## src/mm3_pkg.sv

```systemverilog
package mm3_pkg;

  // Matrix size and derived counts
  localparam int DIM     = 3;
  localparam int CELLS   = DIM * DIM;
  localparam int LOADS   = 2 * CELLS;
  localparam int CELL_AW = $clog2(CELLS);
  localparam int CNT_W   = $clog2(LOADS);
  localparam int IDX_W   = $clog2(DIM);

  // Field widths
  localparam int ELEM_W  = 16;
  localparam int MUL_W   = 2 * ELEM_W;
  localparam int ACC_W   = MUL_W + $clog2(DIM);
  localparam int PROD_W  = 33;
  localparam int RC_W    = 2;

  // Stream data widths, padded to whole bytes
  localparam int IN_DATA_W  = ((ELEM_W + 7) / 8) * 8;
  localparam int OUT_FLD_W  = PROD_W + 2 * RC_W;
  localparam int OUT_DATA_W = ((OUT_FLD_W + 7) / 8) * 8;
  localparam int OUT_PAD_W  = OUT_DATA_W - OUT_FLD_W;

  // Bit positions of the output fields in tdata
  localparam int ROW_LSB = PROD_W;
  localparam int COL_LSB = PROD_W + RC_W;

  // Tag carried alongside each multiply-accumulate
  typedef struct packed {
    logic             first;
    logic             last;
    logic             fin;
    logic [IDX_W-1:0] row;
    logic [IDX_W-1:0] col;
  } mac_tag_t;

endpackage

```

## src/mm3_ram.sv

```systemverilog
module mm3_ram #(
  parameter int WIDTH = 16,
  parameter int DEPTH = 9
) (
  input  logic                     clk_i,
  input  logic                     we_i,
  input  logic [$clog2(DEPTH)-1:0] waddr_i,
  input  logic [WIDTH-1:0]         wdata_i,
  input  logic                     re_i,
  input  logic [$clog2(DEPTH)-1:0] raddr_i,
  output logic [WIDTH-1:0]         rdata_o
);

  logic [WIDTH-1:0] mem_q [DEPTH];
  logic [WIDTH-1:0] rdata_q;

  // Write port
  always_ff @(posedge clk_i) begin
    if (we_i) begin
      mem_q[waddr_i] <= wdata_i;
    end
  end

  // Registered read port
  always_ff @(posedge clk_i) begin
    if (re_i) begin
      rdata_q <= mem_q[raddr_i];
    end
  end

  assign rdata_o = rdata_q;

endmodule

```

## src/matrix_multiply_3x3_unit.sv

```systemverilog
// Channel   Dir  Fields (tdata from bit 0 up)                     Notes
// s_axis    in   element_value[15:0]                              A then B, row-major
// m_axis    out  product_value[32:0], row_index[34:33],           tlast = last_entry
//                col_index[36:35], zeros[39:37]
//
// Loading takes one cycle per item; s_axis_tready is high only while loading.
// After the final B element, one shared MAC reads A and B from two RAMs whose
// reads are registered. Each product entry goes through DIM reads, the RAM read
// register, the product register, accumulation into the output, and the drain state.
// A finished entry waits in the output register; the next entry starts only once
// that register is free. Reset clears the load count and control; RAMs are kept.
module matrix_multiply_3x3_unit (
  input  logic                             clk_i,
  input  logic                             rst_ni,
  input  logic                             s_axis_tvalid,
  output logic                             s_axis_tready,
  input  logic [mm3_pkg::IN_DATA_W-1:0]    s_axis_tdata,  // element_value
  output logic                             m_axis_tvalid,
  input  logic                             m_axis_tready,
  output logic [mm3_pkg::OUT_DATA_W-1:0]   m_axis_tdata,  // product_value, row, col, pad
  output logic                             m_axis_tlast   // last_entry
);

  typedef enum logic [1:0] {ST_LOAD, ST_ISSUE, ST_DRAIN} state_e;

  state_e                        state_q;
  logic [mm3_pkg::CNT_W-1:0]     cnt_q;
  logic [mm3_pkg::IDX_W-1:0]     r_q, c_q, k_q;
  logic                          all_iss_q;
  logic                          v1_q, v2_q;
  logic                          m_valid_q;

  mm3_pkg::mac_tag_t             tag_d, tag1_q, tag2_q;
  logic signed [mm3_pkg::ELEM_W-1:0] a_rdata, b_rdata;
  logic signed [mm3_pkg::MUL_W-1:0]  prod_q;
  logic signed [mm3_pkg::ACC_W-1:0]  acc_q, acc_base, acc_sum;
  logic [mm3_pkg::PROD_W-1:0]    m_prod_q;
  logic [mm3_pkg::RC_W-1:0]      m_row_q, m_col_q;
  logic                          m_last_q;

  logic                          s_acc, issue, out_free, wb;
  logic                          we_a, we_b;
  logic [mm3_pkg::CELL_AW-1:0]   a_waddr, b_waddr, a_raddr, b_raddr;

  // Handshake and control decode
  assign s_axis_tready = (state_q == ST_LOAD);
  assign s_acc         = s_axis_tvalid && s_axis_tready;
  assign issue         = (state_q == ST_ISSUE);
  assign out_free      = !m_valid_q || m_axis_tready;
  assign wb            = v2_q && tag2_q.last;

  // Load addressing: A first, then B
  assign we_a    = s_acc && (cnt_q < mm3_pkg::CNT_W'(mm3_pkg::CELLS));
  assign we_b    = s_acc && !(cnt_q < mm3_pkg::CNT_W'(mm3_pkg::CELLS));
  assign a_waddr = mm3_pkg::CELL_AW'(cnt_q);
  assign b_waddr = mm3_pkg::CELL_AW'(cnt_q - mm3_pkg::CNT_W'(mm3_pkg::CELLS));

  // Read addressing: A[r][k] and B[k][c]
  assign a_raddr = mm3_pkg::CELL_AW'(r_q * mm3_pkg::DIM + k_q);
  assign b_raddr = mm3_pkg::CELL_AW'(k_q * mm3_pkg::DIM + c_q);

  always_comb begin
    tag_d.first = (k_q == '0);
    tag_d.last  = (k_q == mm3_pkg::IDX_W'(mm3_pkg::DIM - 1));
    tag_d.fin   = (r_q == mm3_pkg::IDX_W'(mm3_pkg::DIM - 1)) &&
                  (c_q == mm3_pkg::IDX_W'(mm3_pkg::DIM - 1));
    tag_d.row   = r_q;
    tag_d.col   = c_q;
  end

  mm3_ram #(.WIDTH(mm3_pkg::ELEM_W), .DEPTH(mm3_pkg::CELLS)) u_ram_a (
    .clk_i   (clk_i),
    .we_i    (we_a),
    .waddr_i (a_waddr),
    .wdata_i (s_axis_tdata[mm3_pkg::ELEM_W-1:0]),
    .re_i    (issue),
    .raddr_i (a_raddr),
    .rdata_o (a_rdata)
  );

  mm3_ram #(.WIDTH(mm3_pkg::ELEM_W), .DEPTH(mm3_pkg::CELLS)) u_ram_b (
    .clk_i   (clk_i),
    .we_i    (we_b),
    .waddr_i (b_waddr),
    .wdata_i (s_axis_tdata[mm3_pkg::ELEM_W-1:0]),
    .re_i    (issue),
    .raddr_i (b_raddr),
    .rdata_o (b_rdata)
  );

  // Accumulate: restart on the first term of each entry
  assign acc_base = tag2_q.first ? '0 : acc_q;
  assign acc_sum  = acc_base + mm3_pkg::ACC_W'(prod_q);

  // State, counters, pipeline valids and output valid
  always_ff @(posedge clk_i or negedge rst_ni) begin
    if (!rst_ni) begin
      state_q   <= ST_LOAD;
      cnt_q     <= '0;
      r_q       <= '0;
      c_q       <= '0;
      k_q       <= '0;
      all_iss_q <= 1'b0;
      v1_q      <= 1'b0;
      v2_q      <= 1'b0;
      m_valid_q <= 1'b0;
    end else begin
      v1_q <= issue;
      v2_q <= v1_q;
      if (m_valid_q && m_axis_tready) begin
        m_valid_q <= 1'b0;
      end
      if (wb) begin
        m_valid_q <= 1'b1;
      end
      unique case (state_q)
        ST_LOAD: begin
          if (s_acc) begin
            if (cnt_q == mm3_pkg::CNT_W'(mm3_pkg::LOADS - 1)) begin
              cnt_q     <= '0;
              all_iss_q <= 1'b0;
              state_q   <= ST_DRAIN;
            end else begin
              cnt_q <= cnt_q + 1'b1;
            end
          end
        end
        ST_ISSUE: begin
          if (k_q == mm3_pkg::IDX_W'(mm3_pkg::DIM - 1)) begin
            k_q     <= '0;
            state_q <= ST_DRAIN;
            if (c_q == mm3_pkg::IDX_W'(mm3_pkg::DIM - 1)) begin
              c_q <= '0;
              if (r_q == mm3_pkg::IDX_W'(mm3_pkg::DIM - 1)) begin
                r_q       <= '0;
                all_iss_q <= 1'b1;
              end else begin
                r_q <= r_q + 1'b1;
              end
            end else begin
              c_q <= c_q + 1'b1;
            end
          end else begin
            k_q <= k_q + 1'b1;
          end
        end
        ST_DRAIN: begin
          // wait for the pipeline to empty; before another issue, also for the output register to free up
          if (!v1_q && !v2_q) begin
            if (all_iss_q) begin
              state_q <= ST_LOAD;
            end else if (out_free) begin
              state_q <= ST_ISSUE;
            end
          end
        end
        default: state_q <= ST_LOAD;
      endcase
    end
  end

  // Datapath: tags, multiply, accumulate, output payload
  always_ff @(posedge clk_i) begin
    if (issue) begin
      tag1_q <= tag_d;
    end
    tag2_q <= tag1_q;
    prod_q <= a_rdata * b_rdata;
    if (v2_q) begin
      acc_q <= acc_sum;
    end
    if (wb) begin
      m_prod_q <= mm3_pkg::PROD_W'(acc_sum);
      m_row_q  <= mm3_pkg::RC_W'(tag2_q.row);
      m_col_q  <= mm3_pkg::RC_W'(tag2_q.col);
      m_last_q <= tag2_q.fin;
    end
  end

  assign m_axis_tvalid = m_valid_q;
  assign m_axis_tdata  = {{mm3_pkg::OUT_PAD_W{1'b0}}, m_col_q, m_row_q, m_prod_q};
  assign m_axis_tlast  = m_last_q;

endmodule

```

## config.mk

```make
export PLATFORM = sky130hd
export DESIGN_NAME = matrix_multiply_3x3_unit
export DESIGN_NICKNAME = d
export VERILOG_FILES = /design/src/mm3_pkg.sv /design/src/mm3_ram.sv /design/src/matrix_multiply_3x3_unit.sv
export SDC_FILE = /design/constraint.sdc
export NUM_CORES = 1
export LEC_CHECK = 0
export BUFFER_PORTS_ARGS = -buffer_cell sky130_fd_sc_hd__clkbuf_2
export CORE_MARGIN = 3
export CORE_UTILIZATION = 26
export DETAILED_ROUTE_END_ITERATION = 6
export PLACE_DENSITY = 0.52
export SYNTH_ARGS = -nofsm -noshare
export SYNTH_HDL_FRONTEND = slang
export SYNTH_SLANG_ARGS = --single-unit
```

## constraint.sdc

```tcl
create_clock -name clk_i -period 6.6 [get_ports clk_i]
set_clock_uncertainty 0.05 [all_clocks]
set_input_delay 1.32 -clock clk_i [delete_from_list [all_inputs] [get_ports clk_i]]
set_output_delay 1.32 -clock clk_i [all_outputs]
set_load 0.03 [all_outputs]
```

==> flow_metrics.env <==
export IMPL_groute_usage_overall_pct=11.6
export IMPL_startpoint_type="flop"
export IMPL_critPathLaunch="u_ram_a.rdata_o[7]$_DFFE_PP_"
export IMPL_finalCritPeriodShare_pct=97.1
export IMPL_drive_above_1_share_pct=13.2
export IMPL_grt_pass1_vias=17500
export IMPL_worst_slew_pin_slew_ns=1.16
export IMPL_ant_nets=0
export IMPL_hpwl_um=46400
export IMPL_ys_seq_area_share_pct=47.1
export IMPL_ys_ff_latch=454
export IMPL_path_cells="buf_4 > nand2_1 > fa_1 > inv_1 > fa_1 > ha_1 > inv_1 > fa_1 > inv_1 > fa_1 > fa_1 > ha_1 > a2111oi_1 > o21ai_1 > nand3_1 > a31oi_2 > o41ai_2 > o2111ai_2 > o31ai_2 > xnor2_1"
export IMPL_synth_area_sq_um=27900
export IMPL_vias_per_cell=4.32
export IMPL_hold_violations=0
export IMPL_timing_fmax_mhz=156
export IMPL_gr_total_overflow=0
export IMPL_fillers=10500
export IMPL_antenna_found_initial=3
export IMPL_drcViolationCount=0
export IMPL_first_pass_iters=5
export IMPL_place_gp_congestion=0.822
export IMPL_synthCells=2125
export IMPL_syn_to_final_growth_pct=14.4
export IMPL_r2r_start="u_ram_a.rdata_o[7]$_DFFE_PP_"
export IMPL_pin_count=63
export IMPL_postSynthAreaPerCell_sq_um=13.1
export IMPL_ys_flop_type="edfxtp_1"
export IMPL_grt_pass1_wl_um=101000
export IMPL_yosysWarningCount=0
export IMPL_crit_type="reg2reg"
export IMPL_r2r_slack_ns=0.19
export IMPL_cp_required_ns=7.02
export IMPL_postCtsHoldBufs=0
export IMPL_maxCapViolations=0
export IMPL_place_area_sq_um=30000
export IMPL_cp_end_kind="flop"
export IMPL_totalWireLength_um=63600
export IMPL_grt_start_max_net_pins=45
export IMPL_fin_nets=2657
export IMPL_slowest_stage="fa_1"
export IMPL_core_sq_um=106000
export IMPL_cts_buffers=50
export IMPL_timing_critical_path_buf_inv=4
export IMPL_arrival_ns=6.83
export IMPL_clockRootBuffer="clkbuf_16"
export IMPL_setup_viol_count_final=0
export IMPL_clkLatencyLatePin_ns=0.61
export IMPL_initial_core_util_pct=26.4
export IMPL_wl_per_cell_um=17.3
export IMPL_cts_tree="done"
export IMPL_critical_path_most_common_cell="fa_1"
export IMPL_hp_class="reg2reg"
export IMPL_crit_family="adder cells"
export IMPL_synth_edf_count=398
export IMPL_max_stage_delay_ns=0.55
export IMPL_path_clk_slew_ns=0.06
export IMPL_port_buffers=59
export IMPL_cts_buffer_depth=3
export IMPL_period_minus_slack_ns=6.41
export IMPL_worstHoldStart="tag1_q[4]$_DFFE_PP_"
export IMPL_status="finished, final reports clean"
export IMPL_num_vias=15900
export IMPL_htree_levels=2
export IMPL_relSlewSlack_pct=22.7
export IMPL_num_rows=119
export IMPL_synth_distinct_cells=72
export IMPL_ys_async_sr_fraction_pct=3.74
export IMPL_die_h_um=334
export IMPL_design_area_sq_um=31900
export IMPL_dieArea_sq_um=111000
export IMPL_fp_dieW_um=334
export IMPL_crit_fanout=10
export IMPL_maxSlewViolCount=0
export IMPL_cts_sinks=454
export IMPL_drtIter0Drc=992
## path summary, 6_finish.rpt
check	to	cells after the start
max	prod_q[31]$_DFF_P_	20
min	tag2_q[4]$_DFF_P_	0
max reg2reg	prod_q[31]$_DFF_P_	20
min reg2reg	tag2_q[4]$_DFF_P_	0
max in group asynchronous	m_axis_tvalid$_DFFE_PN0P_	1
min in group asynchronous	all_iss_q$_DFFE_PN0P_	1
## cell usage in the layout, fill, tap and decap left out, types with 8 or more instances in the layout
| cell type | count |
|---|---|
| nor3_1 | 16 |
| clkbuf_16 | 50 |
| nand2_1 | 199 |
| o21a_1 | 9 |
| dfrtp_1 | 17 |
| dfxtp_1 | 39 |
| clkinv_1 | 8 |
| o21ai_0 | 69 |
| nand3_1 | 18 |
| nor2_1 | 60 |
| fa_1 | 266 |
| inv_1 | 306 |
| xnor2_1 | 51 |
| and3_1 | 14 |
| clkinv_2 | 10 |
| nor2b_1 | 42 |
| xor2_1 | 8 |
| clkbuf_2 | 60 |
| o21bai_1 | 8 |
| mux4_2 | 64 |
| a21oi_1 | 51 |
| ha_1 | 127 |
| a21o_1 | 15 |
| and2_1 | 132 |
| edfxtp_1 | 398 |
| buf_4 | 65 |
| mux2i_1 | 33 |
| nand2b_1 | 17 |
| o21ai_1 | 8 |
## state kept, by name, summed over array words and instances, names as in the netlist
register / flops
c_q: 2
u_ram_a.rdata_o: 16
all_iss_q: 1
m_axis_tlast: 1
m_axis_tvalid: 1
tag1_q: 7
r_q: 2
u_ram_b.mem_q: 144
u_ram_b.rdata_o: 16
prod_q: 32
acc_q: 33
v1_q: 1
cnt_q: 5
m_prod_q: 33
m_col_q: 2
v2_q: 1
k_q: 2
tag2_q: 7
m_row_q: 2
state_q: 2
u_ram_a.mem_q: 144
## logic make-up (layout without fill, tap and decap cells)
kind of cell | count (synthesis) | count (layout) | share of synthesized area [%]
DFF | 454 | 454 | 47.1
other | 1 | 5 | 0.0134
muxes | 99 | 99 | 6.43
adders and majority gates | 398 | 398 | 25.0
and+or+nand+nor | 527 | 527 | 9.45
buffers and inverters | 374 | 523 | 5.13
xor gates and xnor gates | 59 | 59 | 1.85
AOI/OAI and AO/OA | 213 | 213 | 4.96
## per-layer routing
| layer | track usage (%) | share of wire [%] | vias up |
|---|---|---|---|
| met5 | 0 | 0 | - |
| met2 | 19.7 | 48 | 264 |
| met4 | 3.88 | 3.2 | 0 |
| met3 | 1.80 | 3.7 | 103 |
| li1 | - | - | 7414 |
| met1 | 15.2 | 45 | 8076 |
## cell type report
type                    instances  area (sq um)  share of cell area [%]
well taps                    1391          1740                    5.45
multi-input cells            1299         13400                    41.9
diodes                          2          5.00                  0.0157
repair buffers                128           848                    2.66
inverters                     306          1150                    3.60
flip-flops and latches        454         13200                    41.2
clock buffers                  57          1280                    4.00
clock inverters                32           369                    1.16
## worst reg2reg max path: stages, from the launching register on
cell	delay, ns
edfxtp_1	0.53
buf_4	0.27
nand2_1	0.10
fa_1	0.52
inv_1	0.06
fa_1	0.53
ha_1	0.14
inv_1	0.05
fa_1	0.52
inv_1	0.07
fa_1	0.56
fa_1	0.42
ha_1	0.41
a2111oi_1	0.48
o21ai_1	0.28
nand3_1	0.26
a31oi_2	0.16
o41ai_2	0.33
o2111ai_2	0.21
o31ai_2	0.24
xnor2_1	0.10
## per-stage QoR
| stage | setup TNS, ns | hold slack [ns] | setup WS [ns] | cells | util (%) |
|---|---|---|---|---|---|
| finish | 0 | 0.289 | 0.191 | 3669 | 30.2 |
| global route | -0.187 | 0.294 | -0.187 | 3668 | 30.1 |
| CTS | 0 | 0.290 | 0.0271 | 3636 | 29.9 |
| detailed placement | 0 | 0.277 | 0.0332 | 3547 | 28.3 |
| global placement | 0 | 0.278 | 0.167 | 3547 | 28.3 |
| floorplan | 0 | 0.273 | 0.649 | 2127 | - |
## synth_stat cells, drive strengths merged, types with 33 or more instances
cell	instances	area, sq um
mux2i	33	330
a21oi	52	264
dfxtp	39	781
clkbuf	53	199
and2	134	841
ha	131	1640
xnor2	51	447
inv	306	1150
nor2b	42	263
edfxtp	398	12000
nor2	61	229
o21ai	77	385
fa	267	5350
mux4	64	1440
nand2	199	747
## timing repair
action,CTS,global route
resized for setup,0,4
setup endpoints to repair,0,3
setup buffers,0,31
hold endpoints to repair,0,0
Power is left out: the tool's default activity adds up to more than one toggle a clock period on the data nets, which glitch-free logic cannot reach.
